**src/sv/lba_pkg.sv**
```systemverilog
`timescale 1ns / 1ps
package lba_pkg;

   localparam int MAP_W     = 32;
   localparam int KEY_W     = 64;
   localparam int CNT_W     = 6;
   localparam int BLK_W     = 5;
   localparam int BLK_PTR_W = 6;
   localparam int MAX_OUT   = 32;
   localparam int CSR_AW    = 3;
   localparam int CSR_DW    = 32;

   localparam logic [BLK_PTR_W-1:0] END_MARK = 6'd63;

   localparam logic REQ_CREATE = 1'b0;
   localparam logic REQ_LIST   = 1'b1;

   localparam logic REG_DISK_SIZE = 1'b0;
   localparam logic REG_PREOCC    = 1'b1;

   typedef enum logic [2:0] {
      ST_CREATED   = 3'd0,
      ST_LISTED    = 3'd1,
      ST_DIR_FULL  = 3'd2,
      ST_DUPLICATE = 3'd3,
      ST_BAD_COUNT = 3'd4,
      ST_NO_SPACE  = 3'd5,
      ST_NOT_FOUND = 3'd6
   } lba_status_type;

   typedef struct packed {
      logic              req_type;
      logic [KEY_W-1:0]  file_key;
      logic [CNT_W-1:0]  block_count;
   } lba_req_type;

   typedef struct packed {
      lba_status_type    status;
      logic [BLK_W-1:0]  block_index;
      logic [MAP_W-1:0]  used_map;
      logic              is_last;
   } lba_rsp_type;

   typedef struct packed {
      logic [KEY_W-1:0]  key;
      logic [BLK_W-1:0]  start;
      logic [CNT_W-1:0]  length;
   } lba_dir_entry_type;

   localparam int DIR_ENTRY_W = $bits(lba_dir_entry_type);

   typedef struct packed {
      logic           accept;
      logic           scan;
      logic           blk_clear;
      logic           count_step;
      logic           alloc_step;
      logic           link_end;
      logic           walk_load;
      logic           walk_read;
      logic           walk_adv;
      logic           set_res;
      lba_status_type res_status;
      logic           load_out;
   } lba_cmd_type;

   typedef struct packed {
      logic req_is_list;
      logic dir_full;
      logic scan_hit;
      logic scan_done;
      logic count_zero;
      logic count_ok;
      logic count_end;
      logic alloc_done;
      logic walk_ok;
      logic res_last;
      logic out_free;
   } lba_sts_type;

endpackage

```
**src/sv/lba_ram.sv**
```systemverilog
`timescale 1ns / 1ps
module lba_ram #(
   parameter int WIDTH = 8,
   parameter int DEPTH = 16,
   localparam int AW = (DEPTH > 1) ? $clog2(DEPTH) : 1
) (
   input  logic             clock,
   input  logic             wr_en,
   input  logic [AW-1:0]    wr_addr,
   input  logic [WIDTH-1:0] wr_data,
   input  logic [AW-1:0]    rd_addr,
   output logic [WIDTH-1:0] rd_data
);

   logic [WIDTH-1:0] mem_ff [DEPTH];
   logic [WIDTH-1:0] rd_data_ff;

   always_ff @(posedge clock) begin
      if (wr_en) begin
         mem_ff[wr_addr] <= wr_data;
      end
      rd_data_ff <= mem_ff[rd_addr];
   end

   assign rd_data = rd_data_ff;

endmodule

```
**src/sv/lba_ctrl.sv**
```systemverilog
`timescale 1ns / 1ps
module lba_ctrl import lba_pkg::*; (
   input  logic        clock,
   input  logic        reset,
   input  logic        req_valid,
   output logic        req_stall,
   input  lba_sts_type sts,
   output lba_cmd_type cmd
);

   typedef enum logic [8:0] {
      S_IDLE     = 9'b000000001,
      S_SCAN     = 9'b000000010,
      S_COUNT    = 9'b000000100,
      S_ALLOC    = 9'b000001000,
      S_LINK     = 9'b000010000,
      S_WALK     = 9'b000100000,
      S_WALK_NXT = 9'b001000000,
      S_EMIT     = 9'b010000000,
      S_SPARE    = 9'b100000000
   } lba_state_type;

   lba_state_type state_ff;
   lba_state_type state_in;

   assign req_stall = (state_ff != S_IDLE);

   always_comb begin
      cmd      = '0;
      state_in = state_ff;
      case (state_ff)
         S_IDLE: begin
            if (req_valid) begin
               cmd.accept = 1'b1;
               state_in   = S_SCAN;
            end
         end
         S_SCAN: begin
            if (!sts.req_is_list && sts.dir_full) begin
               cmd.set_res    = 1'b1;
               cmd.res_status = ST_DIR_FULL;
               state_in       = S_EMIT;
            end else if (sts.scan_hit) begin
               if (sts.req_is_list) begin
                  cmd.walk_load = 1'b1;
                  state_in      = S_WALK;
               end else begin
                  cmd.set_res    = 1'b1;
                  cmd.res_status = ST_DUPLICATE;
                  state_in       = S_EMIT;
               end
            end else if (sts.scan_done) begin
               if (sts.req_is_list) begin
                  cmd.set_res    = 1'b1;
                  cmd.res_status = ST_NOT_FOUND;
                  state_in       = S_EMIT;
               end else if (sts.count_zero) begin
                  cmd.set_res    = 1'b1;
                  cmd.res_status = ST_BAD_COUNT;
                  state_in       = S_EMIT;
               end else begin
                  cmd.blk_clear = 1'b1;
                  state_in      = S_COUNT;
               end
            end else begin
               cmd.scan = 1'b1;
            end
         end
         S_COUNT: begin
            if (sts.count_ok) begin
               cmd.blk_clear = 1'b1;
               state_in      = S_ALLOC;
            end else if (sts.count_end) begin
               cmd.set_res    = 1'b1;
               cmd.res_status = ST_NO_SPACE;
               state_in       = S_EMIT;
            end else begin
               cmd.count_step = 1'b1;
            end
         end
         S_ALLOC: begin
            if (sts.alloc_done) begin
               state_in = S_LINK;
            end else begin
               cmd.alloc_step = 1'b1;
            end
         end
         S_LINK: begin
            // terminate the chain and record the file
            cmd.link_end   = 1'b1;
            cmd.set_res    = 1'b1;
            cmd.res_status = ST_CREATED;
            state_in       = S_EMIT;
         end
         S_WALK: begin
            if (sts.walk_ok) begin
               cmd.walk_read = 1'b1;
               state_in      = S_WALK_NXT;
            end else begin
               cmd.set_res    = 1'b1;
               cmd.res_status = ST_NOT_FOUND;
               state_in       = S_EMIT;
            end
         end
         S_WALK_NXT: begin
            cmd.set_res    = 1'b1;
            cmd.res_status = ST_LISTED;
            state_in       = S_EMIT;
         end
         S_EMIT: begin
            if (sts.out_free) begin
               cmd.load_out = 1'b1;
               if (sts.res_last) begin
                  state_in = S_IDLE;
               end else begin
                  cmd.walk_adv = 1'b1;
                  state_in     = S_WALK;
               end
            end
         end
         default: begin
            state_in = S_IDLE;
         end
      endcase
   end

   always_ff @(posedge clock) begin
      if (reset) begin
         state_ff <= S_IDLE;
      end else begin
         state_ff <= state_in;
      end
   end

endmodule

```
**src/sv/lba_datapath.sv**
```systemverilog
`timescale 1ns / 1ps
module lba_datapath import lba_pkg::*; #(
   parameter int DISK_BLOCKS = 32,
   parameter int DIR_ENTRIES = 16
) (
   input  logic              clock,
   input  logic              reset,
   input  lba_cmd_type       cmd,
   output lba_sts_type       sts,
   input  lba_req_type       req_payload,
   input  logic [CNT_W-1:0]  disk_size,
   input  logic [MAP_W-1:0]  preocc_map,
   output logic              rsp_valid,
   output lba_rsp_type       rsp_payload,
   input  logic              rsp_stall
);

   localparam int NB_AW  = $clog2(DISK_BLOCKS);
   localparam int DIR_AW = (DIR_ENTRIES > 1) ? $clog2(DIR_ENTRIES) : 1;
   localparam int DIR_CW = $clog2(DIR_ENTRIES + 1);
   localparam int LIM    = (DISK_BLOCKS < MAP_W) ? DISK_BLOCKS : MAP_W;

   lba_req_type                 req_ff, req_in;
   logic [DIR_CW-1:0]           scan_ff, scan_in;
   logic                        pend_ff, pend_in;
   logic [DIR_CW-1:0]           dir_used_ff, dir_used_in;
   logic [CNT_W-1:0]            blk_ff, blk_in;
   logic [CNT_W-1:0]            free_ff, free_in;
   logic [CNT_W-1:0]            taken_ff, taken_in;
   logic [BLK_PTR_W-1:0]        prev_ff, prev_in;
   logic [BLK_W-1:0]            first_ff, first_in;
   logic [MAP_W-1:0]            alloc_ff, alloc_in;
   logic [DISK_BLOCKS-1:0]      nb_valid_ff, nb_valid_in;
   logic                        nbv_rd_ff;
   logic [BLK_PTR_W-1:0]        idx_ff, idx_in;
   logic [BLK_PTR_W-1:0]        nxt_ff, nxt_in;
   logic [CNT_W-1:0]            k_ff, k_in;
   logic [CNT_W-1:0]            len_ff, len_in;
   lba_status_type              res_status_ff, res_status_in;
   logic [BLK_W-1:0]            res_block_ff, res_block_in;
   logic                        res_last_ff, res_last_in;
   logic                        rsp_valid_ff, rsp_valid_in;
   lba_rsp_type                 rsp_ff, rsp_in;

   logic [CNT_W-1:0]            n_blocks;
   logic [MAP_W-1:0]            size_mask;
   logic [MAP_W-1:0]            used_map;
   logic                        free_here;
   logic                        scan_issue;
   logic                        nb_we;
   logic [BLK_PTR_W-1:0]        nb_wdata;
   logic [BLK_PTR_W-1:0]        nb_rdata;
   logic [BLK_PTR_W-1:0]        nxt;
   logic                        next_ok;
   logic [DIR_ENTRY_W-1:0]      dir_rdata;
   lba_dir_entry_type           dir_rd;
   lba_dir_entry_type           dir_wr;

   function automatic logic walk_cond(input logic [BLK_PTR_W-1:0] idx,
                                      input logic [CNT_W-1:0] k,
                                      input logic [CNT_W-1:0] len);
      return (k < CNT_W'(MAX_OUT)) && (k < len) && (idx != END_MARK) &&
             ({1'b0, idx} < (BLK_PTR_W+1)'(DISK_BLOCKS));
   endfunction

   lba_ram #(
      .WIDTH (BLK_PTR_W),
      .DEPTH (DISK_BLOCKS)
   ) u_next_ram (
      .clock   (clock),
      .wr_en   (nb_we),
      .wr_addr (prev_ff[NB_AW-1:0]),
      .wr_data (nb_wdata),
      .rd_addr (idx_ff[NB_AW-1:0]),
      .rd_data (nb_rdata)
   );

   lba_ram #(
      .WIDTH (DIR_ENTRY_W),
      .DEPTH (DIR_ENTRIES)
   ) u_dir_ram (
      .clock   (clock),
      .wr_en   (cmd.link_end),
      .wr_addr (dir_used_ff[DIR_AW-1:0]),
      .wr_data (dir_wr),
      .rd_addr (scan_ff[DIR_AW-1:0]),
      .rd_data (dir_rdata)
   );

   assign dir_rd = lba_dir_entry_type'(dir_rdata);

   always_comb begin
      dir_wr        = '0;
      dir_wr.key    = req_ff.file_key;
      dir_wr.start  = first_ff;
      dir_wr.length = req_ff.block_count;
   end

   // occupancy, limited to the blocks in use
   always_comb begin
      n_blocks = (disk_size > CNT_W'(LIM)) ? CNT_W'(LIM) : disk_size;
      for (int b = 0; b < MAP_W; b++) begin
         size_mask[b] = (CNT_W'(b) < n_blocks);
      end
      used_map  = (preocc_map | alloc_ff) & size_mask;
      free_here = (blk_ff < n_blocks) && !used_map[blk_ff[BLK_W-1:0]];
   end

   assign scan_issue = cmd.scan && (scan_ff < dir_used_ff);
   assign nxt        = nbv_rd_ff ? nb_rdata : END_MARK;
   assign next_ok    = walk_cond(nxt, k_ff + CNT_W'(1), len_ff);
   assign nb_we      = (cmd.alloc_step && free_here && (taken_ff != '0)) || cmd.link_end;
   assign nb_wdata   = cmd.link_end ? END_MARK : blk_ff;

   always_comb begin
      sts             = '0;
      sts.req_is_list = (req_ff.req_type == REQ_LIST);
      sts.dir_full    = (dir_used_ff == DIR_CW'(DIR_ENTRIES));
      sts.scan_hit    = pend_ff && (dir_rd.key == req_ff.file_key);
      sts.scan_done   = !pend_ff && (scan_ff == dir_used_ff);
      sts.count_zero  = (req_ff.block_count == '0);
      sts.count_ok    = (free_ff >= req_ff.block_count);
      sts.count_end   = (blk_ff >= n_blocks);
      sts.alloc_done  = (taken_ff == req_ff.block_count);
      sts.walk_ok     = walk_cond(idx_ff, k_ff, len_ff);
      sts.res_last    = res_last_ff;
      sts.out_free    = !rsp_valid_ff || !rsp_stall;
   end

   always_comb begin
      req_in        = cmd.accept ? req_payload : req_ff;
      scan_in       = scan_ff;
      pend_in       = scan_issue;
      dir_used_in   = dir_used_ff;
      blk_in        = blk_ff;
      free_in       = free_ff;
      taken_in      = taken_ff;
      prev_in       = prev_ff;
      first_in      = first_ff;
      alloc_in      = alloc_ff;
      nb_valid_in   = nb_valid_ff;
      idx_in        = idx_ff;
      nxt_in        = nxt_ff;
      k_in          = k_ff;
      len_in        = len_ff;
      res_status_in = res_status_ff;
      res_block_in  = res_block_ff;
      res_last_in   = res_last_ff;
      rsp_valid_in  = rsp_valid_ff && rsp_stall;
      rsp_in        = rsp_ff;

      if (cmd.accept) begin
         scan_in = '0;
      end else if (scan_issue) begin
         scan_in = scan_ff + DIR_CW'(1);
      end

      if (cmd.blk_clear) begin
         blk_in   = '0;
         free_in  = '0;
         taken_in = '0;
      end

      if (cmd.count_step) begin
         blk_in = blk_ff + CNT_W'(1);
         if (free_here) begin
            free_in = free_ff + CNT_W'(1);
         end
      end

      if (cmd.alloc_step) begin
         blk_in = blk_ff + CNT_W'(1);
         if (free_here) begin
            alloc_in[blk_ff[BLK_W-1:0]] = 1'b1;
            taken_in = taken_ff + CNT_W'(1);
            prev_in  = blk_ff;
            if (taken_ff == '0) begin
               first_in = blk_ff[BLK_W-1:0];
            end
         end
      end

      if (nb_we) begin
         nb_valid_in[prev_ff[NB_AW-1:0]] = 1'b1;
      end

      if (cmd.link_end) begin
         dir_used_in = dir_used_ff + DIR_CW'(1);
      end

      if (cmd.walk_load) begin
         idx_in = {1'b0, dir_rd.start};
         len_in = dir_rd.length;
         k_in   = '0;
      end else if (cmd.walk_adv) begin
         idx_in = nxt_ff;
         k_in   = k_ff + CNT_W'(1);
      end

      if (cmd.set_res) begin
         res_status_in = cmd.res_status;
         nxt_in        = nxt;
         case (cmd.res_status)
            ST_CREATED: begin
               res_block_in = first_ff;
               res_last_in  = 1'b1;
            end
            ST_LISTED: begin
               res_block_in = idx_ff[BLK_W-1:0];
               res_last_in  = !next_ok;
            end
            default: begin
               res_block_in = '0;
               res_last_in  = 1'b1;
            end
         endcase
      end

      if (cmd.load_out) begin
         rsp_valid_in       = 1'b1;
         rsp_in.status      = res_status_ff;
         rsp_in.block_index = res_block_ff;
         rsp_in.used_map    = used_map;
         rsp_in.is_last     = res_last_ff;
      end
   end

   always_ff @(posedge clock) begin
      if (reset) begin
         pend_ff      <= 1'b0;
         dir_used_ff  <= '0;
         alloc_ff     <= '0;
         nb_valid_ff  <= '0;
         rsp_valid_ff <= 1'b0;
      end else begin
         pend_ff      <= pend_in;
         dir_used_ff  <= dir_used_in;
         alloc_ff     <= alloc_in;
         nb_valid_ff  <= nb_valid_in;
         rsp_valid_ff <= rsp_valid_in;
      end
   end

   always_ff @(posedge clock) begin
      req_ff        <= req_in;
      scan_ff       <= scan_in;
      blk_ff        <= blk_in;
      free_ff       <= free_in;
      taken_ff      <= taken_in;
      prev_ff       <= prev_in;
      first_ff      <= first_in;
      nbv_rd_ff     <= nb_valid_ff[idx_ff[NB_AW-1:0]];
      idx_ff        <= idx_in;
      nxt_ff        <= nxt_in;
      k_ff          <= k_in;
      len_ff        <= len_in;
      res_status_ff <= res_status_in;
      res_block_ff  <= res_block_in;
      res_last_ff   <= res_last_in;
      rsp_ff        <= rsp_in;
   end

   assign rsp_valid   = rsp_valid_ff;
   assign rsp_payload = rsp_ff;

   a_alloc_sticky: assert property (@(posedge clock) disable iff (reset)
      !$past(reset) |-> ((alloc_ff & $past(alloc_ff)) == $past(alloc_ff)))
      else $error("allocated block released");

   a_dir_bound: assert property (@(posedge clock) disable iff (reset)
      dir_used_ff <= DIR_CW'(DIR_ENTRIES))
      else $error("directory count beyond capacity");

   a_load_slot_free: assert property (@(posedge clock) disable iff (reset)
      cmd.load_out |-> (!rsp_valid_ff || !rsp_stall))
      else $error("result overwritten while stalled");

   a_created_allocated: assert property (@(posedge clock) disable iff (reset)
      (cmd.load_out && (res_status_ff == ST_CREATED)) |=> alloc_ff[rsp_ff.block_index])
      else $error("start block of new file not allocated");

endmodule

```
**src/sv/linked_block_allocator_core.sv**
```systemverilog
// Linked block allocator. A create request (req_type 0) checks in turn for a full
// directory, a duplicate key, a zero count and too little free space, then takes
// the lowest free blocks, chains them and answers with the start block; a list
// request (req_type 1) returns one result per block of the file's chain, is_last
// on the final one. One request is handled at a time. A create searches the
// directory entry by entry, then counts the free blocks one block at a time and then
// allocates one block at a time. A list searches the directory, then for each block
// listed reads the next-block memory before giving the result. A new request
// is taken while the final result still waits in the output register.
// Configuration (disk_size at 0x0, preoccupied_map at 0x4) is to be written only
// while idle; the block itself does not enforce this.
`timescale 1ns / 1ps
module linked_block_allocator_core import lba_pkg::*; #(
   parameter int DISK_BLOCKS = 32,
   parameter int DIR_ENTRIES = 16
) (
   input  logic              clock,
   input  logic              reset,
   input  logic              req_valid,
   output logic              req_stall,
   input  lba_req_type       req_payload,
   output logic              rsp_valid,
   input  logic              rsp_stall,
   output lba_rsp_type       rsp_payload,
   input  logic              csr_psel,
   input  logic              csr_penable,
   input  logic              csr_pwrite,
   input  logic [CSR_AW-1:0] csr_paddr,
   input  logic [CSR_DW-1:0] csr_pwdata,
   output logic [CSR_DW-1:0] csr_prdata,
   output logic              csr_pready
);

   logic [CNT_W-1:0] disk_size_ff, disk_size_in;
   logic [MAP_W-1:0] preocc_ff, preocc_in;
   logic             csr_wr;
   lba_cmd_type      cmd;
   lba_sts_type      sts;

   assign csr_pready = 1'b1;
   assign csr_wr     = csr_psel && csr_penable && csr_pwrite && csr_pready;

   always_comb begin
      disk_size_in = disk_size_ff;
      preocc_in    = preocc_ff;
      csr_prdata   = '0;
      case (csr_paddr[2])
         REG_DISK_SIZE: begin
            csr_prdata = {{(CSR_DW-CNT_W){1'b0}}, disk_size_ff};
            if (csr_wr) begin
               disk_size_in = csr_pwdata[CNT_W-1:0];
            end
         end
         REG_PREOCC: begin
            csr_prdata = preocc_ff;
            if (csr_wr) begin
               preocc_in = csr_pwdata[MAP_W-1:0];
            end
         end
         default: begin
            csr_prdata = '0;
         end
      endcase
   end

   always_ff @(posedge clock) begin
      if (reset) begin
         disk_size_ff <= CNT_W'(32);
         preocc_ff    <= '0;
      end else begin
         disk_size_ff <= disk_size_in;
         preocc_ff    <= preocc_in;
      end
   end

   lba_ctrl u_ctrl (
      .clock     (clock),
      .reset     (reset),
      .req_valid (req_valid),
      .req_stall (req_stall),
      .sts       (sts),
      .cmd       (cmd)
   );

   lba_datapath #(
      .DISK_BLOCKS (DISK_BLOCKS),
      .DIR_ENTRIES (DIR_ENTRIES)
   ) u_datapath (
      .clock       (clock),
      .reset       (reset),
      .cmd         (cmd),
      .sts         (sts),
      .req_payload (req_payload),
      .disk_size   (disk_size_ff),
      .preocc_map  (preocc_ff),
      .rsp_valid   (rsp_valid),
      .rsp_payload (rsp_payload),
      .rsp_stall   (rsp_stall)
   );

endmodule

```
**config.mk**
```make
export PLATFORM = sky130hd
export DESIGN_NAME = linked_block_allocator_core
export DESIGN_NICKNAME = d
export VERILOG_FILES = /design/src/sv/lba_pkg.sv /design/src/sv/lba_ram.sv /design/src/sv/lba_ctrl.sv /design/src/sv/lba_datapath.sv /design/src/sv/linked_block_allocator_core.sv
export SDC_FILE = /design/constraint.sdc
export NUM_CORES = 2
export LEC_CHECK = 0
export ABC_AREA = 1
export BUFFER_PORTS_ARGS = -buffer_cell sky130_fd_sc_hd__buf_2
export CAP_MARGIN = 30
export CORE_ASPECT_RATIO = 1.75
export CORE_MARGIN = 2
export CORE_UTILIZATION = 50
export CTS_CLUSTER_SIZE = 14
export DETAILED_ROUTE_END_ITERATION = 7
export PLACE_DENSITY = 0.72
export SYNTH_ARGS = -nofsm -noshare
export SYNTH_HDL_FRONTEND = slang
export SYNTH_SLANG_ARGS = --single-unit
```
**constraint.sdc**
```tcl
create_clock -name clock -period 5.9 [get_ports clock]
set_input_delay 0 -clock clock [delete_from_list [all_inputs] [get_ports clock]]
set_output_delay 0 -clock clock [all_outputs]
set_load 0.01 [all_outputs]
```
After elaboration in Yosys (flattened, before gate mapping)

Memories as Yosys holds them, arrays and structs flattened. A register that Yosys moved wholly into a read port is not among the register bits.
Index checks and enable logic that the tools add are counted.

Bits in registers: 297
Latch bits: 0
Memory bits (writable): 1392
Memory bits (read-only): 0
Input bits: 113
Output and inout port bits: 76
Word-level logic and storage cells: 229
Memories: 2

Memory list:

| name                         | depth | width | read ports | clocked after memory_dff | wr ports | RTL line      | source |
|---|---|---|---|---|---|---|---|
| u_datapath.u_dir_ram.mem_ff  | 16    | 75    | 1          | 1                        | 1        | lba_ram.sv:15 | `logic [WIDTH-1:0] mem_ff [DEPTH];` |
| u_datapath.u_next_ram.mem_ff | 32    | 6     | 1          | 1                        | 1        | lba_ram.sv:15 |  |

Add/sub/neg operators: 6
$mul: 0
Div/mod/pow operators: 0
Magnitude comparators: 48
Equal/unequal tests: 21
Shift operators: 0
Mux-type cells: 79
Bitwise operators: 5
Reduce and logical (&&, ||, !) cells: 38

Operator list:

| cell                                                        | number |
|---|---|
| less-than comparator 5 x 6 -> 1 bit (first input constant)  | 16 |
| bitwise OR 32 bit                                           | 3 |
| 2-to-1 mux 6 bit                                            | 13 |
| 2-to-1 mux 9 bit                                            | 8 |
| equality test 64 bit                                        | 1 |
| one-hot mux 32 bit (2 select lines)                         | 1 |
| one-hot mux 9 bit (7 select lines)                          | 1 |
| less-than comparator 4 x 6 -> 1 bit (first input constant)  | 8 |
| 2-to-1 mux 4 bit                                            | 9 |
| bitwise AND 32 bit                                          | 1 |
| 2-to-1 mux 1 bit                                            | 32 |
| 2-to-1 mux 8 bit                                            | 4 |
| adder 6 x 1 -> 6 bit (second input constant)                | 4 |
| less-than comparator 3 x 6 -> 1 bit (first input constant)  | 4 |
| less-than comparator 6 bit (second input constant)          | 4 |
| one-hot mux 4 bit (5 select lines)                          | 1 |
| logical AND 1 bit                                           | 18 |
| less-than comparator 5 x 6 -> 1 bit (second input constant) | 3 |
| less-than comparator 6 bit                                  | 3 |
| >= comparator 6 bit                                         | 2 |
| logical NOT 6 bit                                           | 2 |
| less-than comparator 1 x 6 -> 1 bit (first input constant)  | 2 |
| less-than comparator 2 x 6 -> 1 bit (first input constant)  | 2 |
| != test 6 bit (second input constant)                       | 2 |
| other kinds (37)                                            | 53 |

Logic depth before layout (Yosys ltp)

Depth in word-level cells: 13
Gate-level depth with buffers: 18
Gate-level depth less buffers: 18

Modules after synthesis

Synthesis repeated with hierarchy kept, for this count alone.

Cell total of the unflattened synthesis: 7389
Area, all modules: 75892.8 um2

By module, submodules not included:

| module                           | instances | cells an instance | area an instance (um2) | sequential area each (um2) |
|---|---|---|---|---|
| lba_ram at u_datapath.u_dir_ram  | 1         | 4931              | 53213.5                | 37536.0 |
| lba_datapath                     | 1         | 1314              | 11835.1                | 6546.3 |
| lba_ram at u_datapath.u_next_ram | 1         | 704               | 8077.7                 | 5885.6 |
| linked_block_allocator_core      | 1         | 319               | 2010.7                 | 760.7 |
| lba_ctrl                         | 1         | 121               | 755.7                  | 160.2 |

Worst setup path after synthesis

Ideal clock, no wire load.

Path kind: register to register
Start: register u_ctrl.state_ff[2]
End: register u_datapath.dir_used_ff[4]
Setup time: 0.092 ns
Arrival: 4.699 ns
Data required time: 5.808 ns
Slack: 1.109 ns
Stages on the path, launching flop included: 10
Path buffers: 0
Clock period less this slack: 4.791 ns
Cell sequence: dfxtp_1 -> nor2_1 -> nand2_1 -> inv_1 -> nand4_1 -> nor2_1 -> inv_1 -> nor2_1 -> o21ai_0 -> a21oi_1

Word-level cells in the longest chain between the ends: 2

Ends and longest elaborated chain:

| element                      | RTL line            | source |
|---|---|---|
| start, declared              | lba_ctrl.sv:23      | `lba_state_type state_ff;` |
| start signal, assigned       | lba_ctrl.sv:131     | `state_ff <= state_in;` |
| equality test 9 x 5 -> 1 bit | lba_ctrl.sv:31      | `case (state_ff)` |
| 2-to-1 mux 1 bit             | lba_ctrl.sv:31      |  |
| end signal, assigned         | lba_datapath.sv:237 | `dir_used_ff <= dir_used_in;` |
| end, declared                | lba_datapath.sv:26  | `logic [DIR_CW-1:0] dir_used_ff, dir_used_in;` |

Every way passes these cells.
A chain may end at the register's enable or synchronous reset.

Worst setup path in the final report

Start: register disk_size_ff[5]
End: memory u_datapath.u_next_ram.mem_ff[3][3] in the netlist's numbering (enable)

Word-level cells in the longest chain between the ends: 13
Elaborated cells on any way between the ends: 45
Classes of those cells: order compare: 34; mux: 5; bitwise: 1; reduce/logical: 5

Ends and longest elaborated chain:

| element                                                           | RTL line                          | source |
|---|---|---|
| start, declared                                                   | linked_block_allocator_core.sv:34 | `logic [CNT_W-1:0] disk_size_ff, disk_size_in;` |
| start signal, assigned                                            | linked_block_allocator_core.sv:71 | `disk_size_ff <= disk_size_in;` |
| > comparator 6 bit                                                | lba_datapath.sv:101               | `n_blocks = (disk_size > CNT_W'(LIM)) ? CNT_W'(LIM) : disk_size;` |
| 2-to-1 mux 6 bit *                                                | lba_datapath.sv:101               |  |
| less-than comparator 1 x 6 -> 1 bit, or another cell as far along | lba_datapath.sv:103               | `size_mask[b] = (CNT_W'(b) < n_blocks);` |
| bitwise AND 32 bit                                                | lba_datapath.sv:105               | `used_map = (preocc_map \| alloc_ff) & size_mask;` |
| binary-select mux 1 bit (select 5 bit)                            | lba_datapath.sv:106               | `free_here = (blk_ff < n_blocks) && !used_map[blk_ff[BLK_W-1:0]];` |
| 2-to-1 mux 1 bit (not written as such)                            | lba_datapath.sv:106               |  |
| logical NOT 1 bit                                                 | lba_datapath.sv:106               |  |
| logical AND 1 bit *                                               | lba_datapath.sv:106               |  |
| logical AND 1 bit * (2 in a row)                                  | lba_datapath.sv:112               | `assign nb_we = (cmd.alloc_step && free_here && (taken_ff != '0)) \|\| cmd.link_end;` |
| logical OR 1 bit *                                                | lba_datapath.sv:112               |  |
| 2-to-1 mux 1 bit *                                                | lba_ram.sv:19                     | `if (wr_en) begin` |
| 2-to-1 mux 1 bit (not written as such) *                          | lba_ram.sv:20                     | `mem_ff[wr_addr] <= wr_data;` |
| end, declared                                                     | lba_ram.sv:15                     |  |

Every way passes the cells marked *; elsewhere a longest branch is shown, timed or not. The select of a mux whose other input is x is not followed.

==> results.sh <==
export IMPL_status="finished clean"
export IMPL_fmax_mhz=219
export IMPL_swShare=0.210
export IMPL_tns_ps=0
export IMPL_cts_tree="done"
export IMPL_hold_path_class="input port to flip-flop"
export IMPL_powerDensity_mw_per_mm2=312
export IMPL_vdd_drop_max_uv=310
export IMPL_cp_num_cells=15
export IMPL_yosysWarnings=0
export IMPL_antenna_found_initial=1
export IMPL_initial_utilization=0.503
export IMPL_min_period_over_period=0.773
export IMPL_die_area_sq_mm=0.143
export IMPL_netlist_area_sq_mm=0.0698
export IMPL_instances_no_fill=8026
export IMPL_final_antenna_net_count=0
export IMPL_synth_flop_cell="edfxtp_1"
export IMPL_grt_start_max_net_pins=208
export IMPL_leakage_nw=27.9
export IMPL_place_inst=7499
export IMPL_reg2reg_setup_slack_ps=1340
export IMPL_drc=0
export IMPL_die_h_um=498
export IMPL_synth_distinct_cells=50
export IMPL_gp_congestion=0.946
export IMPL_slew_violations=0
export IMPL_rsz0062_at_grt="no"
export IMPL_power_internal_w=0.0198
export IMPL_clock_path_buffers=3
export IMPL_path_delay_family="simple AND/OR/NAND/NOR gates"
export IMPL_first_pass_iters=7
export IMPL_cp_max_fo=30
export IMPL_end_kind="flip-flop"
export IMPL_rows=181
export IMPL_insertion_delay_ps=790
export IMPL_layout_drive_gt1_share=0.0896
export IMPL_maxCapViolCount=0
export IMPL_portBuffers=185
export IMPL_tightest_slew_ps=1180
export IMPL_crit_path_start_kind="flip-flop"
export IMPL_pin_count=189
export IMPL_drtIter0Drc=5341
export IMPL_cp_cell_sequence="inv_2 -> nand2_1 -> ha_1 -> inv_1 -> nor2_1 -> o21ai_0 -> o211ai_1 -> inv_1 -> nand2_1 -> nor3_4 -> nand4_2 -> buf_4 -> nand2_2 -> nand3_1 -> nor2_1"
export IMPL_die_x_um=286
export IMPL_reg2reg_depth=15
export IMPL_clock_skew_final_ps=57.9
export IMPL_max_stage_delay_ps=680
export IMPL_grt_overflow_total=0
export IMPL_critPathSlowestCell="nor2_1"
export IMPL_holdPathStages=2
export IMPL_core_area_sq_mm=0.139
export IMPL_wl_per_cell_um=23.6
export IMPL_grt_pass1_vias=47300
export IMPL_path_clk_slew_ps=70
export IMPL_clock_sinks=1769
export IMPL_vias=47700
export IMPL_cts_buffers_inserted=155
export IMPL_power_switching_w=0.00526
export IMPL_cts_max_level=4
export IMPL_cp_data_arrival_time_ps=4980
export IMPL_cts_setup_buffers=0
export IMPL_synth_edff_count=1546
export IMPL_drt_total_wl_mm=189
export IMPL_cts_root_buf="clkbuf_16"
export IMPL_maxSlewHeadroom=0.213
export IMPL_dp_hpwl_mm=105
export IMPL_grtUsageTotal=0.261
export IMPL_synth_yosys_seq_area_share=0.729
export IMPL_hold_viol=0
export IMPL_cts_resized=0
export IMPL_synth_nets=5894
export IMPL_viasPerCell=5.94
export IMPL_syn_area_per_cell_sq_um=12.2
export IMPL_power_frac_comb=0.030
export IMPL_grt_pass1_wl_mm=281
export IMPL_nNetsFinal=6224
export IMPL_timing_final_crit_period_ps=4560
export IMPL_critical_path_class="flip-flop to flip-flop"
export IMPL_syn2layout_area_growth_pct=14.9
export IMPL_finalSetupViolCount=0
export IMPL_power_frac_clock=0.401
export IMPL_path_buf_inv=4
export IMPL_synth_seq_cells=1769
export IMPL_async_flop_share=0
export IMPL_postSynthCellCount=5741
export IMPL_critPathRequiredTime_ps=6320
export IMPL_p_seq_frac=0.569
metal layers:
metal	wire, um	track usage	vias up
met5	0	0	-
met4	10300	0.141	0
met3	13200	0.0337	516
met2	98500	0.468	2279
met1	67100	0.300	23500
li1	-	-	21400
through the flow:
step                      setup WS [ps]  hold WS, ps   util  power (W)  instance area (sq um)
after floorplan                    1110         98.9      -     0.0147                  69800
after global placement             1530          176  0.523     0.0151                  72600
after detailed placement           1470          179  0.523     0.0151                  72600
after CTS                          1450         19.2  0.577     0.0251                  80000
after global routing               1190         46.8  0.577     0.0256                  80200
final                              1340         60.9  0.577     0.0250                  80200
Yosys cell counts, types with 2 or more instances:
cell type	instances	area share
a21oi_1	133	0.0095
buf_1	21	0.0011
buf_2	4	0.00029
buf_4	5	0.00054
buf_6	4	0.00065
clkbuf_1	297	0.016
clkinv_1	7	0.00038
dfxtp_1	223	0.064
edfxtp_1	1546	0.67
ha_1	40	0.0072
inv_1	304	0.016
inv_2	3	0.00016
nand2_1	547	0.029
nand2_2	4	0.00036
nand3_1	271	0.019
nand3b_1	9	0.00097
nand4_1	46	0.0041
nor2_1	926	0.050
nor2_2	6	0.00054
nor3_1	29	0.0021
nor3_2	2	0.00029
nor4_1	9	0.00081
o2111ai_1	3	0.00038
o211ai_1	35	0.0038
o21a_1	3	0.00032
o21ai_0	802	0.058
o21ai_1	6	0.00043
o21ai_2	2	0.00025
o21bai_1	17	0.0018
o221ai_1	143	0.018
o22ai_1	210	0.019
o31ai_1	2	0.00022
or2_2	31	0.0028
xnor2_1	16	0.0020
xor2_1	20	0.0025
placed cells by master (no fill, tap or decap), types with 46 or more instances in the layout:
cell,n
dlygate4sd3_1,240
nand4_1,46
clkbuf_1,67
o221ai_1,143
nand2_1,547
clkbuf_16,159
inv_1,300
nand3_1,271
a21oi_1,133
buf_2,185
buf_4,58
o21ai_0,802
o22ai_1,210
nor2_1,907
dfxtp_1,220
edfxtp_1,1546
layout make-up:
| cell class | count | area (sq um) |
|---|---|---|
| sequential | 1769 | 50900 |
| tap | 1830 | 2290 |
| multi-input combinational | 3327 | 16600 |
| timing repair buffer | 504 | 4210 |
| inverter | 314 | 1200 |
| antenna | 2 | 5.00 |
| clock inverter | 38 | 539 |
| clock buffer | 242 | 4450 |
| fill | 10800 | 58700 |
final timing paths:
path / start / endpoint
worst max-delay path: disk_size_ff[5]$_SDFFE_PP1P_ / u_datapath.u_next_ram.mem_ff[3][3]$_DFFE_PP_
worst min-delay path: req_payload[67] / u_datapath.dir_wr[72]$_DFFE_PP_
worst max register to register: disk_size_ff[5]$_SDFFE_PP1P_ / u_datapath.u_next_ram.mem_ff[3][3]$_DFFE_PP_
worst min register to register: u_datapath.u_dir_ram.rd_data[3]$_DFF_P_ / u_datapath.len_ff[3]$_DFFE_PP_
worst register-to-register path, stage by stage (launching register included):
cell,delay (ps)
dfxtp_1,360
inv_2,290
nand2_1,320
ha_1,400
inv_1,60
nor2_1,30
o21ai_0,160
o211ai_1,130
inv_1,90
nand2_1,90
nor3_4,230
nand4_2,90
buf_4,250
nand2_2,360
nand3_1,650
nor2_1,680
what timing repair did:
item | 4_1_cts | 5_1_grt
endpoints found under the hold margin | 248 | 0
hold buffers | 240 | 0
endpoints found under the setup margin | 0 | 0
sequential cells by signal, indices dropped and copies added (netlist names), 8 cells and up:
signal                        flops
preocc_ff                        32
u_ctrl.state_ff                   8
u_datapath.alloc_ff              32
u_datapath.dir_wr                70
u_datapath.nb_valid_ff           32
u_datapath.rsp_payload           41
u_datapath.u_dir_ram.mem_ff    1200
u_datapath.u_dir_ram.rd_data     75
u_datapath.u_next_ram.mem_ff    192
cell families after synthesis:
family / synth area share
simple gates: 0.112
flops: 0.729
compound gates: 0.111
buf+inv: 0.0355
fa+ha+maj: 0.00717
xor+xnor: 0.00452
other cells: 0.0000537
power groups by stage:
| stage | logic, W | clock network, W | registers (W) |
|---|---|---|---|
| after global routing | 0.000826 | 0.0106 | 0.0143 |
| after floorplan | 0.000352 | 0 | 0.0144 |
| after global placement | 0.000629 | 0 | 0.0145 |
| final | 0.000761 | 0.0100 | 0.0142 |
| after CTS | 0.000754 | 0.0101 | 0.0142 |
| after detailed placement | 0.000636 | 0 | 0.0145 |
Note: power is estimated with default switching activity, not from simulation.
